==> config.mk <==
export PLATFORM = sky130hd
export DESIGN_NAME = psb_ctrl
export DESIGN_NICKNAME = d
export VERILOG_FILES = /design/src/rtl/psb_pkg.sv /design/src/rtl/psb_ctrl.sv
export SDC_FILE = /design/constraint.sdc
export NUM_CORES = 1
export LEC_CHECK = 0
export ABC_AREA = 1
export BUFFER_PORTS_ARGS = -buffer_cell sky130_fd_sc_hd__buf_2
export CORE_AREA = 2 2 39 41
export CTS_BUF_LIST = sky130_fd_sc_hd__clkbuf_4 sky130_fd_sc_hd__clkbuf_8
export DETAILED_ROUTE_END_ITERATION = 6
export DIE_AREA = 0 0 41 43
export PLACE_DENSITY_LB_ADDON = 0.25
export SLEW_MARGIN = 20
export SYNTH_ARGS = -nofsm -noshare
export SYNTH_HDL_FRONTEND = slang
export SYNTH_SLANG_ARGS = --single-unit
==> constraint.sdc <==
create_clock -name clk -period 1.9 [get_ports clk]
set_input_delay 0.285 -clock clk [delete_from_list [all_inputs] [get_ports clk]]
set_output_delay 0.285 -clock clk [all_outputs]
set_load 0.01 [all_outputs]
==> src/rtl/psb_pkg.sv <==
// ----------------------------------------------------------------------------
// psb_pkg
// Shared types, codes and constants of the per-session packet stack bank.
// ----------------------------------------------------------------------------
package psb_pkg;

	// Fixed field widths of the request and response words
	localparam int SESS_W  = 4;
	localparam int WORD_W  = 64;
	localparam int CNT_W   = 7;
	localparam int STAT_W  = 2;

	// Sessions that the session field can name at all
	localparam int SESS_LIMIT = 16;

	// Most packets that one pull may return
	localparam int MAX_RESULTS = 64;

	// Parameter defaults
	localparam int SESSION_BOUND_DEF = 16;
	localparam int STACK_DEPTH_DEF   = 64;
	localparam int PACKET_BITS_DEF   = 64;

	// Operation codes
	localparam logic OP_PUSH = 1'b0;
	localparam logic OP_PULL = 1'b1;

	// Response status codes
	localparam logic [STAT_W-1:0] ST_OK          = 2'd0;
	localparam logic [STAT_W-1:0] ST_BAD_SESSION = 2'd1;
	localparam logic [STAT_W-1:0] ST_FULL        = 2'd2;
	localparam logic [STAT_W-1:0] ST_EMPTY       = 2'd3;

	typedef enum logic [1:0] {
		S_IDLE,
		S_EXEC,
		S_PULL
	} state_t;

	typedef struct packed {
		logic              operation;
		logic [SESS_W-1:0] session;
		logic [WORD_W-1:0] packet_word;
		logic [CNT_W-1:0]  pull_count;
	} req_t;

	typedef struct packed {
		logic [STAT_W-1:0] status;
		logic [WORD_W-1:0] packet_out;
		logic              has_packet;
		logic              last_result;
	} rsp_t;

	// Controller to datapath
	typedef struct packed {
		logic              cap;
		logic              emit;
		logic [STAT_W-1:0] emit_status;
		logic              push;
		logic              start_pull;
		logic              issue;
		logic              move;
	} cmd_t;

	// Datapath to controller
	typedef struct packed {
		logic bad;
		logic is_push;
		logic full;
		logic none;
		logic rem_nz;
		logic pend;
		logic pend_last;
		logic out_free;
	} sts_t;

endpackage

==> src/rtl/psb_ctrl.sv <==
// ----------------------------------------------------------------------------
// psb_ctrl
// Sequencer: takes one request word, decides it, and steps a pull.
// ----------------------------------------------------------------------------
module psb_ctrl (
	input  logic          clk,
	input  logic          arst_n,
	input  logic          req_valid,
	output logic          req_stall,
	input  psb_pkg::sts_t sts,
	output psb_pkg::cmd_t cmd
);

	psb_pkg::state_t state_q, state_nxt;

	always_ff @(posedge clk or negedge arst_n) begin
		if (!arst_n) begin
			state_q <= psb_pkg::S_IDLE;
		end else begin
			state_q <= state_nxt;
		end
	end

	always_comb begin
		cmd       = '0;
		state_nxt = state_q;
		req_stall = (state_q != psb_pkg::S_IDLE);
		unique case (state_q)
			psb_pkg::S_IDLE: begin
				if (req_valid) begin
					cmd.cap   = 1'b1;
					state_nxt = psb_pkg::S_EXEC;
				end
			end
			psb_pkg::S_EXEC: begin
				if (sts.bad) begin
					if (sts.out_free) begin
						cmd.emit        = 1'b1;
						cmd.emit_status = psb_pkg::ST_BAD_SESSION;
						state_nxt       = psb_pkg::S_IDLE;
					end
				end else if (sts.is_push) begin
					if (sts.out_free) begin
						cmd.emit  = 1'b1;
						state_nxt = psb_pkg::S_IDLE;
						if (sts.full) begin
							cmd.emit_status = psb_pkg::ST_FULL;
						end else begin
							cmd.push        = 1'b1;
							cmd.emit_status = psb_pkg::ST_OK;
						end
					end
				end else if (sts.none) begin
					if (sts.out_free) begin
						cmd.emit        = 1'b1;
						cmd.emit_status = psb_pkg::ST_EMPTY;
						state_nxt       = psb_pkg::S_IDLE;
					end
				end else begin
					cmd.start_pull = 1'b1;
					state_nxt      = psb_pkg::S_PULL;
				end
			end
			psb_pkg::S_PULL: begin
				// Move a fetched packet out, refetch behind it
				cmd.move  = sts.pend && sts.out_free;
				cmd.issue = sts.rem_nz && (!sts.pend || cmd.move);
				if (cmd.move && sts.pend_last) begin
					state_nxt = psb_pkg::S_IDLE;
				end
			end
			default: begin
				state_nxt = psb_pkg::S_IDLE;
			end
		endcase
	end

	a_pull_exits_on_last: assert property (@(posedge clk) disable iff (!arst_n)
		(state_q == psb_pkg::S_PULL) && cmd.move && sts.pend_last
		|=> (state_q == psb_pkg::S_IDLE))
		else $error("pull did not end after its last packet");

	a_no_accept_busy: assert property (@(posedge clk) disable iff (!arst_n)
		cmd.cap |-> (state_q == psb_pkg::S_IDLE))
		else $error("request captured while busy");

	a_emit_one_source: assert property (@(posedge clk) disable iff (!arst_n)
		!(cmd.emit && (cmd.move || cmd.issue)))
		else $error("status and packet emitted together");

endmodule

==> results.md <==
* Static power due to leakage at 0.000250 uW
* Proportion of netlist area held by the largest area contributor at 0.255
* Ranking of synthesized cells by area: sky130_fd_sc_hd__nand2_1 (26%), sky130_fd_sc_hd__dfrtp_1 (21%), sky130_fd_sc_hd__nand3_1 (13%), sky130_fd_sc_hd__nor2_1 (13%), sky130_fd_sc_hd__inv_1 (8.0%)
* Kind of start point of the critical path: flip-flop
* Outcome: complete, no violations
* First-pass GRT wire length at 917 um
* Horiz. Die Dim at 41 um
* Power density over the cells at 741 mW/mm2
* Final hold violation count at 0
* Antenna-violating nets left at 0
* CP endpoint kind: primary output
* Number of buffers inserted during clock tree synthesis at 3
* Cell at the slowest stage of the critical path: sky130_fd_sc_hd__dfrtp_1
* Initial antenna violation count at 0
* Clk Latency, worst-skew pair at 0.22 ns
* Combined global-route utilization of all metal layers at 0.0693
* Length of the first detailed-routing pass in iterations at 4
* Number of max-capacitance violations reported at 0
* Grt total ovfl at 0
* Post-synth ARST share at 1.00
* Number of unique standard cell types used by synthesis at 11
* HP Start: req_valid
* Height of the die at 43 um
* IO Count at 20
* Startpoint-to-endpoint class of the critical path: flip-flop to primary output
* Detailed router's first-iteration violation count at 5
* CP startpoint: state_q[1]
* Rel. slew slack at 0.886
* Netlist Area Pre-Place at 235 um2
* Setup Skew at 0.00120 ns
* Most frequently used cell type in the post-synthesis netlist: sky130_fd_sc_hd__nand2_1
* Vias after detailed routing at 318
* Die Area at 0.00176 mm2
* Number of warnings reported in the yosys synthesis log at 0
* Time the final worst path needs with I/O delays and setup at 1.38 ns
* Final layout net count at 80
* Deepest clock path buffer count at 2
* Peak VDD IR at 249 uV
* Cell taking the most area after synthesis: sky130_fd_sc_hd__nand2_1
* Number of resized instances in the post-cts repair step at 0
* Fraction of layout cells with a size suffix above 1 at 0.418
* Post-DP HPWL at 553 um
* Remaining design rule violation count at 0
* Starting utilization of the core area at 0.170
* Cell count after synthesis at 45
* Measured slew at the worst slew-check pin at 0.171 ns
* Final wirelength at 653 um
* Routed WL per cell at 7.87 um
* Highest attainable clock frequency at 724 MHz
* Longest individual stage delay on the worst path at 0.40 ns
* Class of the most critical hold timing path: input pin to flip-flop
* Largest driver fanout on the critical path at 4
* Most used DFF post-synth: sky130_fd_sc_hd__dfrtp_1
* Largest net degree at the start of global routing at 11
* Area of the core at 0.00138 mm2
* Largest regs: state_q (2)
* Total of flip-flops plus latches after synthesis at 2
* Synth-to-Final Area Change at 59.6%
* Via count of the first global-routing pass at 258
* Crit share post-route at 0.727
* Worst Path Arrival at 1.10 ns
* Placed standard-cell area at 343 um2
* Register area share after synthesis at 0.213
* Final cell area excluding filler cells at 375 um2
* TritonCTS clock tree: done
* Num Clock Sinks at 2
* Setup tns final at 0 ns
* Number of placement rows at 14
* Most instantiated cells after synthesis: sky130_fd_sc_hd__nand2_1 (16), sky130_fd_sc_hd__nor2_1 (8), sky130_fd_sc_hd__nand3_1 (6)
* RSZ-0062 raised after global routing: false
* Ordered list of cells on the worst path: inv_2 > nand2_2 > nor2_1 > nand2_1 > inv_1 > buf_2
* Startpoint of the worst register-to-register path: state_q[1]
* Number of flip-flops in the largest register at 2
* Drt via density at 3.83
* Final max-slew violation count at 0
* Post-synthesis average cell area at 5.23 um2
* Number of input and output port buffers inserted at 19
* Post-synth net total at 56
* Number of diodes at 0
* CTS clock-pin slew for the worst setup and hold paths at 0.03 ns
* Register containing the most flip-flops in the final layout: state_q
* Level count of the clock H-tree at 1
* Buffer type at the clock tree root: sky130_fd_sc_hd__clkbuf_4
* Data required, critical path at 1.62 ns
* Number of enable-type register cells in the synthesized netlist at 0
* Final setup violation count at 0
* Routability-driven placement congestion ratio at 0.673
* Layout filler cell count at 166
[through the flow]
step                      instances  worst slack (ns)  utilization  hold slack [ns]  power (uW)
final                            83             0.518        0.271            0.352         278
after global routing             83             0.469        0.271            0.362         297
after CTS                        83             0.510        0.271            0.358         283
after detailed placement         79             0.742        0.248           0.0747         189
after global placement           79             0.750        0.248           0.0723         188
after floorplan                  45             0.854            -          -0.0106         142
[worst max-delay path, delay by kind of cell (launching register included)]
family | cells | cell delay [ns]
and+or+nand+nor | 3 | 0.24
DFF | 1 | 0.40
buffers and inverters | 3 | 0.23
[kinds of logic (layout without fill, tap and decap cells)]
group | after synthesis | count (layout) | share of synthesized area
AND/OR/NAND/NOR | 33 | 33 | 0.606
buffers and inverters | 9 | 31 | 0.160
flip-flops | 2 | 2 | 0.213
AO/OA/AOI/OAI | 1 | 1 | 0.0213
[report_power, final]
part           internal, uW  switching, uW  total, uW
Combinational          49.9           75.2        125
Clock                  69.6           21.7       91.3
Sequential             52.3           9.43       61.8
[per-layer routing]
metal	global-route usage	wire (um)	vias up
li1	-	-	178
met1	0.0774	276	129
met2	0.131	323	11
met3	0	54	0
met4	0.0200	0	0
met5	0	0	-
[final timing paths]
| path | endpoint | slack [ns] | cells after the start |
|---|---|---|---|
| min | state_q[0] | 0.35 | 3 |
| max reg2reg | state_q[0] | 1.08 | 5 |
| min in group asynchronous | state_q[0] | 0.39 | 2 |
| max in group asynchronous | state_q[1] | 1.41 | 2 |
| min reg2reg | state_q[1] | 0.58 | 2 |
| max | cmd[4] | 0.52 | 6 |
[cells in the final DEF (no fill, tap or decap), types with 2 or more instances in the layout]
cell | synthesis | final
sky130_fd_sc_hd__clkbuf_4 | 0 | 3
sky130_fd_sc_hd__inv_2 | 3 | 3
sky130_fd_sc_hd__buf_2 | 0 | 19
sky130_fd_sc_hd__dfrtp_1 | 2 | 2
sky130_fd_sc_hd__nand2_1 | 16 | 16
sky130_fd_sc_hd__nand3_1 | 6 | 6
sky130_fd_sc_hd__nor2_1 | 8 | 8
sky130_fd_sc_hd__inv_1 | 5 | 5
[what timing repair did]
item / CTS / global route
endpoints found under the hold margin: 2 / 0
setup buffers: 0 / 0
hold buffers: 1 / 0
[layout make-up]
cell class,count,area [um2],area share
clock buffers,3,22.5,0.0600
inverters,8,30.0,0.0800
multi-input cells,34,148,0.393
flip-flops and latches,2,50.0,0.133
well taps,16,20.0,0.0533
repair buffers,20,105,0.280
(Power assumes the default switching activity.)
